## src/tick_timer_table_defines.svh

```systemverilog
// Assertion macros for the timer table module
`ifndef TICK_TIMER_TABLE_DEFINES_SVH
`define TICK_TIMER_TABLE_DEFINES_SVH

// Implication checked every clock outside reset
`define TTT_ASSERT_IMP(lbl, ante, cons, msg) \
  lbl: assert property (@(posedge clk) disable iff (!rst_n) (ante) |-> (cons)) \
    else $error(msg);

// Next-cycle implication checked outside reset
`define TTT_ASSERT_NXT(lbl, ante, cons, msg) \
  lbl: assert property (@(posedge clk) disable iff (!rst_n) (ante) |=> (cons)) \
    else $error(msg);

`endif

```

## src/ttt_pkg.sv

```systemverilog
// ----------------------------------------------------------------------------
// ttt_pkg
// Shared types and codes for the tick timer table.
// ----------------------------------------------------------------------------
package ttt_pkg;
  localparam int TableDepthDef = 16;

  localparam logic [1:0] KIND_TICK   = 2'd0;
  localparam logic [1:0] KIND_ADD    = 2'd1;
  localparam logic [1:0] KIND_REMOVE = 2'd2;

  localparam logic [1:0] ST_OK        = 2'd0;
  localparam logic [1:0] ST_FULL      = 2'd1;
  localparam logic [1:0] ST_NOT_FOUND = 2'd2;

  // one table entry as stored in memory
  typedef struct packed {
    logic [7:0]  handler;
    logic [31:0] interval;
    logic        one_shot;
  } entry_t;

  // request to the modulo unit and its answer
  typedef struct packed {
    logic        start;
    logic [31:0] dividend;
    logic [31:0] divisor;
  } mod_req_t;

  typedef struct packed {
    logic        done;
    logic        zero;
  } mod_rsp_t;
endpackage

```

## src/ttt_mod.sv

```systemverilog
// ----------------------------------------------------------------------------
// ttt_mod
// Restoring remainder unit, one quotient bit per cycle; reports rem == 0.
// ----------------------------------------------------------------------------
module ttt_mod (
  input  logic              clk,
  input  logic              rst_n,
  input  ttt_pkg::mod_req_t req,
  output ttt_pkg::mod_rsp_t rsp
);
  import ttt_pkg::*;

  logic [31:0] rem_r, rem_nxt;
  logic [31:0] quo_r, quo_nxt;
  logic [31:0] div_r;
  logic [5:0]  cnt_r, cnt_nxt;
  logic        busy_r, busy_nxt;
  logic        done_r, done_nxt;
  logic [32:0] trial;

  always_comb begin
    trial    = {rem_r, quo_r[31]} - {1'b0, div_r};
    rem_nxt  = rem_r;
    quo_nxt  = quo_r;
    cnt_nxt  = cnt_r;
    busy_nxt = busy_r;
    done_nxt = 1'b0;
    if (req.start) begin
      rem_nxt  = '0;
      quo_nxt  = req.dividend;
      cnt_nxt  = 6'd32;
      busy_nxt = 1'b1;
    end else if (busy_r) begin
      if ({rem_r, quo_r[31]} >= {1'b0, div_r}) rem_nxt = trial[31:0];
      else rem_nxt = {rem_r[30:0], quo_r[31]};
      quo_nxt = {quo_r[30:0], 1'b0};
      cnt_nxt = cnt_r - 6'd1;
      if (cnt_r == 6'd1) begin
        busy_nxt = 1'b0;
        done_nxt = 1'b1;
      end
    end
  end

  always_ff @(posedge clk) begin
    if (!rst_n) begin
      busy_r <= 1'b0;
      done_r <= 1'b0;
      cnt_r  <= '0;
    end else begin
      busy_r <= busy_nxt;
      done_r <= done_nxt;
      cnt_r  <= cnt_nxt;
    end
    rem_r <= rem_nxt;
    quo_r <= quo_nxt;
    if (req.start) div_r <= req.divisor;
  end

  assign rsp.done = done_r;
  assign rsp.zero = (rem_r == '0);
endmodule

```

## src/tick_timer_table.sv

```systemverilog
// Add writes the entry when accepted; remove and tick walk the entries one by one,
//   each periodic entry with a nonzero interval also waiting on the bit-serial remainder (32 steps).
// Requests: one at a time, taken only once the previous closing result is gone.
// Reset: synchronous active-low rst_n clears tick counter and entry count;
//   table memory is not cleared, entries above the count are never read.
// ----------------------------------------------------------------------------
// tick_timer_table
// Compacted timer table in one memory with a read-modify-write sequencer.
// ----------------------------------------------------------------------------
module tick_timer_table #(
  parameter int TABLE_DEPTH = ttt_pkg::TableDepthDef
) (
  input  logic        clk,
  input  logic        rst_n,
  input  logic        in_tvalid,
  output logic        in_tready,
  // [1:0] kind, [9:2] handler_id, [41:10] interval, [42] one_shot, zero fill
  input  logic [47:0] in_tdata,
  output logic        out_tvalid,
  input  logic        out_tready,
  // [0] fired, [8:1] fired_handler, [10:9] status, [42:11] tick_count, zero fill
  output logic [47:0] out_tdata,
  output logic        out_tlast
);
  import ttt_pkg::*;
  `include "tick_timer_table_defines.svh"

  localparam int AW = (TABLE_DEPTH > 1) ? $clog2(TABLE_DEPTH) : 1;
  localparam int CW = $clog2(TABLE_DEPTH + 1);

  typedef enum logic [3:0] {
    S_IDLE, S_RD, S_WAIT, S_EVAL, S_MOD, S_MODW, S_SH_RD, S_SH_WAIT, S_SH_WR, S_OUT
  } state_t;

  state_t state_r;
  logic [31:0] tick_r;
  logic [CW-1:0] cnt_r;
  logic [CW-1:0] idx_r, sh_r;
  logic [1:0] kind_r;
  logic [7:0] hid_r;
  entry_t cur_r;
  logic resume_r; // after a shift: 0 finish request, 1 continue scan

  entry_t mem [TABLE_DEPTH];
  entry_t rdata_r;
  logic we;
  logic [AW-1:0] waddr, raddr;
  entry_t wdata;

  // output register
  logic ov_r, ofire_r, olast_r;
  logic [7:0] oh_r;
  logic [1:0] ost_r;

  mod_req_t mreq;
  mod_rsp_t mrsp;
  ttt_mod u_mod (.clk(clk), .rst_n(rst_n), .req(mreq), .rsp(mrsp));

  always_ff @(posedge clk) begin
    if (we) mem[waddr] <= wdata;
    rdata_r <= mem[raddr];
  end

  logic out_free;
  logic o_load;
  assign out_free = !ov_r || out_tready;
  assign o_load   = (state_r == S_MODW || state_r == S_OUT) && out_free;
  // tick count and status sit in the output word, so hold off until it drains
  assign in_tready = (state_r == S_IDLE) && !ov_r;

  always_comb begin
    we = 1'b0; waddr = idx_r[AW-1:0]; wdata = cur_r;
    raddr = idx_r[AW-1:0];
    mreq.start = 1'b0; mreq.dividend = tick_r; mreq.divisor = cur_r.interval;
    case (state_r)
      S_IDLE: begin
        we = in_tvalid && in_tready && in_tdata[1:0] == KIND_ADD &&
             cnt_r < CW'(TABLE_DEPTH);
        waddr = cnt_r[AW-1:0];
        wdata = '{handler: in_tdata[9:2], interval: in_tdata[41:10],
                  one_shot: in_tdata[42]};
      end
      S_EVAL: begin
        if (kind_r == KIND_TICK && cur_r.handler != 8'd0 && cur_r.one_shot &&
            cur_r.interval != '0) begin
          we = 1'b1;
          wdata.interval = cur_r.interval - 32'd1;
        end
        mreq.start = kind_r == KIND_TICK && cur_r.handler != 8'd0 &&
                     !cur_r.one_shot && cur_r.interval != '0;
      end
      S_SH_RD, S_SH_WAIT: raddr = AW'(sh_r + CW'(1));
      S_SH_WR: begin
        we = 1'b1; waddr = sh_r[AW-1:0]; wdata = rdata_r;
      end
      default: ;
    endcase
  end

  always_ff @(posedge clk) begin
    if (!rst_n) begin
      state_r <= S_IDLE;
      tick_r  <= '0;
      cnt_r   <= '0;
      ov_r    <= 1'b0;
    end else begin
      if (o_load) ov_r <= 1'b1;
      else if (out_tvalid && out_tready) ov_r <= 1'b0;
      case (state_r)
        S_IDLE: if (in_tvalid && in_tready) begin
          kind_r <= in_tdata[1:0];
          hid_r  <= in_tdata[9:2];
          idx_r  <= '0;
          ost_r  <= ST_OK;
          case (in_tdata[1:0])
            KIND_TICK: begin
              tick_r  <= tick_r + 32'd1;
              state_r <= S_RD;
            end
            KIND_ADD: begin
              if (cnt_r < CW'(TABLE_DEPTH)) cnt_r <= cnt_r + CW'(1);
              else ost_r <= ST_FULL;
              state_r <= S_OUT;
            end
            KIND_REMOVE: state_r <= S_RD;
            default: state_r <= S_OUT;
          endcase
        end
        S_RD: begin
          if (idx_r >= cnt_r) begin
            if (kind_r == KIND_REMOVE) ost_r <= ST_NOT_FOUND;
            state_r <= S_OUT;
          end else state_r <= S_WAIT;
        end
        S_WAIT: begin
          cur_r   <= rdata_r;
          state_r <= S_EVAL;
        end
        S_EVAL: begin
          sh_r <= idx_r;
          if (kind_r == KIND_REMOVE) begin
            if (cur_r.handler == hid_r) begin
              resume_r <= 1'b0;
              state_r  <= S_SH_RD;
            end else begin
              idx_r <= idx_r + CW'(1); state_r <= S_RD;
            end
          end else if (cur_r.handler == 8'd0 ||
                       (cur_r.one_shot && cur_r.interval != '0)) begin
            idx_r <= idx_r + CW'(1); state_r <= S_RD;
          end else if (cur_r.one_shot) begin
            state_r <= S_MODW; // fire, then shift down
          end else if (cur_r.interval == '0) begin
            idx_r <= idx_r + CW'(1); state_r <= S_RD;
          end else state_r <= S_MOD;
        end
        S_MOD: if (mrsp.done) begin
          if (mrsp.zero) state_r <= S_MODW;
          else begin
            idx_r <= idx_r + CW'(1); state_r <= S_RD;
          end
        end
        S_MODW: if (out_free) begin
          ofire_r <= 1'b1; oh_r <= cur_r.handler;
          ost_r <= ST_OK; olast_r <= 1'b0;
          if (cur_r.one_shot) begin
            resume_r <= 1'b1; state_r <= S_SH_RD;
          end else begin
            idx_r <= idx_r + CW'(1); state_r <= S_RD;
          end
        end
        S_SH_RD: begin
          if (sh_r + CW'(1) >= cnt_r) begin
            cnt_r <= cnt_r - CW'(1);
            state_r <= resume_r ? S_RD : S_OUT;
          end else state_r <= S_SH_WAIT;
        end
        S_SH_WAIT: state_r <= S_SH_WR;
        S_SH_WR: begin
          sh_r <= sh_r + CW'(1); state_r <= S_SH_RD;
        end
        S_OUT: if (out_free) begin
          ofire_r <= 1'b0; oh_r <= 8'd0; olast_r <= 1'b1;
          state_r <= S_IDLE;
        end
        default: state_r <= S_IDLE;
      endcase
    end
  end

  assign out_tvalid = ov_r;
  assign out_tlast  = olast_r;
  assign out_tdata  = {5'd0, tick_r, ost_r, oh_r, ofire_r};

  `TTT_ASSERT_IMP(a_cnt_range, 1'b1, cnt_r <= CW'(TABLE_DEPTH), "entry count beyond depth")
  `TTT_ASSERT_IMP(a_fire_not_last, out_tvalid && out_tdata[0], !out_tlast,
                  "firing result marked last")
  `TTT_ASSERT_NXT(a_hold, out_tvalid && !out_tready, out_tvalid && $stable(out_tdata),
                  "result changed while stalled")
endmodule

```

## config.mk

```make
export PLATFORM = sky130hd
export DESIGN_NAME = tick_timer_table
export DESIGN_NICKNAME = d
export VERILOG_FILES = /design/src/ttt_pkg.sv /design/src/ttt_mod.sv /design/src/tick_timer_table.sv
export VERILOG_INCLUDE_DIRS = /design/src /design/src/src
export SDC_FILE = /design/constraint.sdc
export NUM_CORES = 1
export LEC_CHECK = 0
export BUFFER_PORTS_ARGS = -buffer_cell sky130_fd_sc_hd__buf_4
export CAP_MARGIN = 25
export CORE_AREA = 5 5 272 300
export DETAILED_ROUTE_END_ITERATION = 8
export DIE_AREA = 0 0 277 305
export PLACE_DENSITY_LB_ADDON = 0.2
export SLEW_MARGIN = 20
export SYNTH_ARGS = -nofsm -noshare
export SYNTH_HDL_FRONTEND = slang
export SYNTH_SLANG_ARGS = --single-unit
```

## constraint.sdc

```tcl
create_clock -name clk -period 4.4 [get_ports clk]
set_input_delay 0.22 -clock clk [delete_from_list [all_inputs] [get_ports clk]]
set_output_delay 0.22 -clock clk [all_outputs]
set_load 0.02 [all_outputs]
```

* Word level (Yosys, flattened, before mapping) *
Memories as Yosys holds them, arrays and structs flattened. A register that Yosys moved wholly into a read port is not among the register bits.
Cells that the tools add are included.

cells by class
  add/sub/neg operators = 8
  equality and inequality tests = 31
  bitwise logic cells = 2
  magnitude comparators = 4
  multiplexer cells = 74
  reduce and logical (&&, ||, !) cells = 47

operator list
  cell                     number
  $mux W32                 4
  $pmux W32 S3             1
  $mux W5                  14
  $logic_not A32 Y1        2
  $mux W4                  10
  $pmux W4 S10             1
  $ge A33 B32 Y1           1
  $add A32 B1 Y32 const B  1
  $pmux W8 S2              2
  $reduce_bool A32 Y1      1
  $sub A32 B1 Y32 const B  1
  $sub A32 B32 Y32         1
  $ne A2 B2 Y1 const B     10
  $pmux W5 S2              2
  $pmux W5 S4              1
  $mux W1                  18
  $mux W3                  6
  $eq A4 B3 Y1 const B     4
  $mux W8                  2
  $add A5 B1 Y5 const B    3
  $logic_and A1 B1 Y1      12
  $mux W6                  2
  $reduce_and A6 Y1        2
  $reduce_bool A2 Y1       6
  other kinds (35)         59

word-level totals
  word-level logic and storage cells = 190
  memories = 1
  output and inout port bits = 51
  bits of input ports = 52
  register bits = 220
  memory bits (writable) = 656

memories
  memory  depth  bits a word  rd ports  clocked after memory_dff  wr ports  RTL line                RTL
  mem     16     41           1         1                         1         tick_timer_table.sv:44  entry_t mem [TABLE_DEPTH];

* Logic depth before layout (Yosys ltp) *
  depth after elaboration = 8
  gate-level depth with buffers = 14
  depth with buffers taken out = 12

* Cells and area by module *
Synthesis repeated with hierarchy kept, for this count alone.

second synthesis, totals
  cell total of the unflattened synthesis = 3423
  area, all modules = 39955.8 µm²

modules (own cells, without submodules)
  module            times used  cells each  area each (µm²)  sequential area each (µm²)
  tick_timer_table  1           2825        33950.1          23582.6
  ttt_mod           1           598         6005.8           2722.6

* Least setup slack after synthesis *
Ideal clock, no wire load.

  kind = reg-to-reg
  start = reg cur_r[20] in the netlist's numbering
  end = mem mem[7][0] in the netlist's numbering (enable)
  setup slack = 0.244 ns
  data required time = 3.961 ns
  library setup time = 0.439 ns
  period minus slack after synthesis = 4.156 ns
  path buffers = 1
  data arrival time = 3.716 ns
  cell stages (with the launch flop) = 10
  cells stage by stage = edfxtp_1 > or3_1 > clkbuf_1 > or4_1 > nor4_4 > or2_2 > o31ai_1 > a21oi_1 > or3_1 > nor2_1

between the ends
  longest elaborated chain between the ends = 6

RTL lines
  element                        RTL line                 RTL
  from (decl)                    tick_timer_table.sv:41   entry_t cur_r;
  from (signal assigned)         tick_timer_table.sv:136  cur_r <= rdata_r;
  $reduce_bool A32 Y1            tick_timer_table.sv:85   cur_r.interval != '0) begin
  $logic_and A1 B1 Y1            tick_timer_table.sv:84   if (kind_r == KIND_TICK && cur_r.handler != 8'd0 && cur_r.one_shot &&
  $mux W1                        tick_timer_table.sv:84
  $pmux W1 S3                    tick_timer_table.sv:75   case (state_r)
  $mux W1                        tick_timer_table.sv:60   if (we) mem[waddr] <= wdata;
  $mux W1 (not written as such)  tick_timer_table.sv:60
  to (decl)                      tick_timer_table.sv:44

Every way passes these cells.

* Worst setup path after layout *
  start = reg cur_r[20] in the netlist's numbering
  end = mem mem[1][13] in the netlist's numbering (enable)

Same word-level chain as after synthesis.

==> results.txt <==
The run finished with clean final reports. The leading register cell type out of synthesis was sky130_fd_sc_hd__edfxtp_1. The wire length per cell was 24.63 um. The source-to-sink clock delay at the later pin of the worst-skew pair is 670 ps. The number of library cell types mapped by synthesis was 72.

The initial antenna violation count came out at 0. The fraction of registers with async set or reset after synthesis works out to 0%. The most prevalent standard cell on the critical path is sky130_fd_sc_hd__or2_2.

The die outline height works out to 305 um. The met1 global-route usage is 30.17%, and the highest cell delay on the worst timing path is 710 ps. The tightest min-delay check is of the primary input to flop type. The leakage power of the design was 0.01502 uW. Dividing total power by cell area gives a power density of 657.1 nW/um^2. Dividing the final minimum period by the clock period gives 88.49%. Global routing consumed, on the met3 layer, 3.384% of the routing resources. For the final routed database, the setup TNS stands at 0 ps. Routability-driven placement finished with a final weighted congestion of 0.8754. The worst setup path is captured at a flop.

The average instance in the mapped netlist occupies 15.16 sq um. Summed over its instances, the top area cell type makes up 61.56% of the synthesized netlist area. The first TritonRoute pass finished after 5 iterations. The share of cells above drive strength 1 is 19.19%. The first global-routing pass estimated 142400 um of wire. For the number of levels the H-tree was split into, the log shows 3. For the number of standard cells after synthesis, the log shows 2555. The number of antenna diodes in the final layout is 0.

The core outline area was 78380 sq um; the number of synthesized flops with an enable pin was 794. In the post-synthesis netlist, the biggest area contributors are sky130_fd_sc_hd__edfxtp_1 62%, sky130_fd_sc_hd__mux4_2 9.5%, sky130_fd_sc_hd__dfxtp_1 6.4%. The HPWL after detailed placement is 54050 um. The tools report the nature of the critical path startpoint as a flop. For the total routed wirelength, the log shows 93640 um.

The run gives 0 as the number of max-slew violations in the final report. The critical path is of the flop to flop type. The arrival time of data at the critical path endpoint came out at 4170 ps.

TritonCTS built the clock tree. The total global routing overflow was 0; the width of the chip was 277 um. Based on the critical path, the design can be clocked at up to 256.8 MHz.

For the instance count after placement with tap cells included, the log shows 3610. The tools report the number of global-route vias before repair as 23020. At the worst endpoint, the required time is 4670 ps. The initial utilization of the core area, before any placement, comes to 49.42%. After floorplanning, the core was divided into 108 placement rows.

Setup repair after global routing left no endpoint under its margin. The tree is rooted in a sky130_fd_sc_hd__clkbuf_16. Using the TritonRoute via totals, the vias-per-cell ratio works out to 5.972.

The iteration-0 DRC count of the detailed router was 2265. VDD sags by at most 0.0003435 V. The run gives 91 as the number of clock buffers inserted by TritonCTS. The routed layout has 22700 vias.

Counting every sink on the clock net gives 917. From synthesis to final layout, the design area changed by 13.78%. The logs give 0 for the total number of yosys warnings and 6157 for the number of filler instances in the final layout. The global-route track usage on met2 came out at 37.02%.

Entering global routing, the biggest net connects 100 pins. The library cell occupying the most area in the post-synthesis netlist is sky130_fd_sc_hd__edfxtp_1. The post-detailed-route DRC marker count is 0. In this run the post-CTS setup repair buffer count came out at 0.

Synthesis inferred 917 register bits. The net total in the final layout came out at 2784. The area of the die is 84490 sq um, and the setup-violating endpoint count in the final report is 0. The overall power after layout is 28950 uW, and the worst-margin pin slew is 1020 ps.

Number of port buffers: 92. After global routing, the most crowded layer is met2. The share of synthesized area occupied by flip-flops and latches was 67.92%.

The post-layout instance count excluding filler cells came out at 3802. In this run the tightest slew margin relative to its limit is 31.97%. The critical path goes through or3_1 > or4_1 > nor4_4 > or2_2 > o31ai_1 > o21ai_0 > or2_2 > nor2_4 > buf_4. The run gives 0 as the final number of hold-violating endpoints.

Across the run, the number of max-cap violations was 0. Among all stages on the critical path, the largest delay is contributed by sky130_fd_sc_hd__buf_4. Counting along the longest clock path gives a buffer depth of 3. Global routing used 21.90% of the available tracks. For the final database, setup skew stands at 26.42 ps. In this run the worst path has a maximum fanout of 37. For the antenna violation net count after detailed routing, the log shows 0. The netlist area before placement was 38730 sq um; the shortest clock period the worst path allows after layout was 3894 ps. During I/O placement, the number of pins put on the boundary was 103. The clock-pin transition on the worst setup and hold timing paths is 60 ps.
## state kept, by name (all words and copies together) (netlist names), 6 cells and up
signal / flops
oh_r: 8
hid_r: 8
mem: 656
u_mod.cnt_r: 6
rdata_r: 41
tick_r: 32
u_mod.rem_r: 32
u_mod.quo_r: 32
u_mod.div_r: 32
cur_r: 41
## power by group
part | leakage (uW) | switching (uW) | internal, uW
clock network | 0.00147 | 3360 | 4360
logic | 0.00536 | 5440 | 3280
registers | 0.00820 | 593 | 11900
total | 0.0150 | 9400 | 19600
## synthesized netlist by cell type, types with 6 or more instances
cell type / number
sky130_fd_sc_hd__edfxtp_1: 794
sky130_fd_sc_hd__nand2_1: 199
sky130_fd_sc_hd__a21oi_1: 173
sky130_fd_sc_hd__mux4_2: 164
sky130_fd_sc_hd__nor2_1: 152
sky130_fd_sc_hd__dfxtp_1: 123
sky130_fd_sc_hd__o21ai_0: 91
sky130_fd_sc_hd__clkbuf_1: 88
sky130_fd_sc_hd__mux2i_1: 64
sky130_fd_sc_hd__inv_1: 63
sky130_fd_sc_hd__nor2b_1: 61
sky130_fd_sc_hd__ha_1: 52
sky130_fd_sc_hd__a211oi_1: 46
sky130_fd_sc_hd__xor2_1: 43
sky130_fd_sc_hd__buf_4: 38
sky130_fd_sc_hd__nand3_1: 38
sky130_fd_sc_hd__buf_2: 36
sky130_fd_sc_hd__xnor2_1: 33
sky130_fd_sc_hd__nor3_1: 26
sky130_fd_sc_hd__nand4_1: 21
sky130_fd_sc_hd__nor4_1: 19
sky130_fd_sc_hd__or3_1: 19
sky130_fd_sc_hd__a21o_1: 17
sky130_fd_sc_hd__nand2b_1: 16
sky130_fd_sc_hd__and3_1: 15
sky130_fd_sc_hd__a22oi_1: 13
sky130_fd_sc_hd__o211ai_1: 11
sky130_fd_sc_hd__a221o_1: 10
sky130_fd_sc_hd__a31oi_1: 8
sky130_fd_sc_hd__o31ai_1: 8
sky130_fd_sc_hd__a22o_1: 7
sky130_fd_sc_hd__o21bai_1: 7
sky130_fd_sc_hd__o311ai_0: 6
## worst paths after layout
| kind | startpoint | endpoint | slack, ps | cells after the start |
|---|---|---|---|---|
| max | cur_r[20] | mem[1][13] | 510 | 9 |
| min | in_tdata[23] | mem[11][14] | 70 | 3 |
| max reg2reg | cur_r[20] | mem[1][13] | 510 | 9 |
| min reg2reg | rdata_r[40] | cur_r[40] | 430 | 0 |
## cell usage in the layout (no fill, tap or decap), types with 17 or more instances in the layout
cell / synthesis / layout
sky130_fd_sc_hd__xor2_1: 43 / 43
sky130_fd_sc_hd__nand4_1: 21 / 21
sky130_fd_sc_hd__xnor2_1: 33 / 33
sky130_fd_sc_hd__or3_1: 19 / 19
sky130_fd_sc_hd__buf_4: 38 / 166
sky130_fd_sc_hd__nor2_1: 152 / 136
sky130_fd_sc_hd__a21oi_1: 173 / 169
sky130_fd_sc_hd__nand3_1: 38 / 38
sky130_fd_sc_hd__nor2b_1: 61 / 61
sky130_fd_sc_hd__ha_1: 52 / 52
sky130_fd_sc_hd__nor3_1: 26 / 26
sky130_fd_sc_hd__dfxtp_1: 123 / 122
sky130_fd_sc_hd__clkinv_2: 0 / 18
sky130_fd_sc_hd__a21o_1: 17 / 17
sky130_fd_sc_hd__nor4_1: 19 / 19
sky130_fd_sc_hd__mux2i_1: 64 / 63
sky130_fd_sc_hd__inv_1: 63 / 62
sky130_fd_sc_hd__edfxtp_1: 794 / 794
sky130_fd_sc_hd__mux4_2: 164 / 164
sky130_fd_sc_hd__nand2_1: 199 / 199
sky130_fd_sc_hd__clkbuf_1: 88 / 22
sky130_fd_sc_hd__clkbuf_16: 0 / 93
sky130_fd_sc_hd__o21ai_0: 91 / 91
sky130_fd_sc_hd__a211oi_1: 46 / 46
## timing repair
| item | in CTS | in global routing |
|---|---|---|
| hold buffers | 12 | 0 |
| resized for setup | 0 | 0 |
| endpoints found under the hold margin | 15 | 0 |
## area by class of cell
class                           count  area, sq um  area share [%]
Clock inverter                     51        538.0           1.221
Multi-Input combinational cell   1411        11550           26.21
Tap cell                         1045         1308           2.967
Inverter                           63        236.5          0.5366
Timing Repair Buffer              194         1634           3.708
Clock buffer                      121         2492           5.656
Sequential cell                   917        26310           59.70
## logic make-up (layout without fill, tap and decap cells)
logic type	Yosys count	in the layout	synth area share, %
buffers and inverters	231	429	2.743
other	1	5	0.009683
and+or+nand+nor	600	600	7.398
muxes	228	228	11.19
xor gates and xnor gates	76	76	1.719
DFF	917	917	67.92
adders and majority gates	54	54	1.783
AOI/OAI and AO/OA	448	448	7.237
## metrics by stage
stage | hold WS (ps) | utilization [%] | cell area [sq um] | setup slack (ps)
6_report | 74.76 | 56.22 | 44070 | 506.2
5_1_grt | 86.09 | 56.22 | 44070 | 326.2
4_1_cts | 105.8 | 56.14 | 44000 | 516.3
3_5_place_dp | 415.6 | 52.12 | 40850 | 525.8
3_3_place_gp | 414.4 | 52.12 | 40850 | 617.5
2_1_floorplan | 318.9 | - | 38740 | 244.2
## routing by layer
layer | vias up | share of wire, %
met2 | 861 | 49
met4 | 0 | 2.4
li1 | 10120 | -
met5 | - | 0
met3 | 149 | 7.0
met1 | 11580 | 42
## worst max-delay path, delay by kind of cell (launching register included)
family | cells | cell delay [ps]
AO/OA/AOI/OAI | 2 | 590
AND/OR/NAND/NOR | 6 | 1670
flip-flops | 1 | 490
buffers and inverters | 1 | 710
Note: power is estimated with default switching activity, not from simulation.
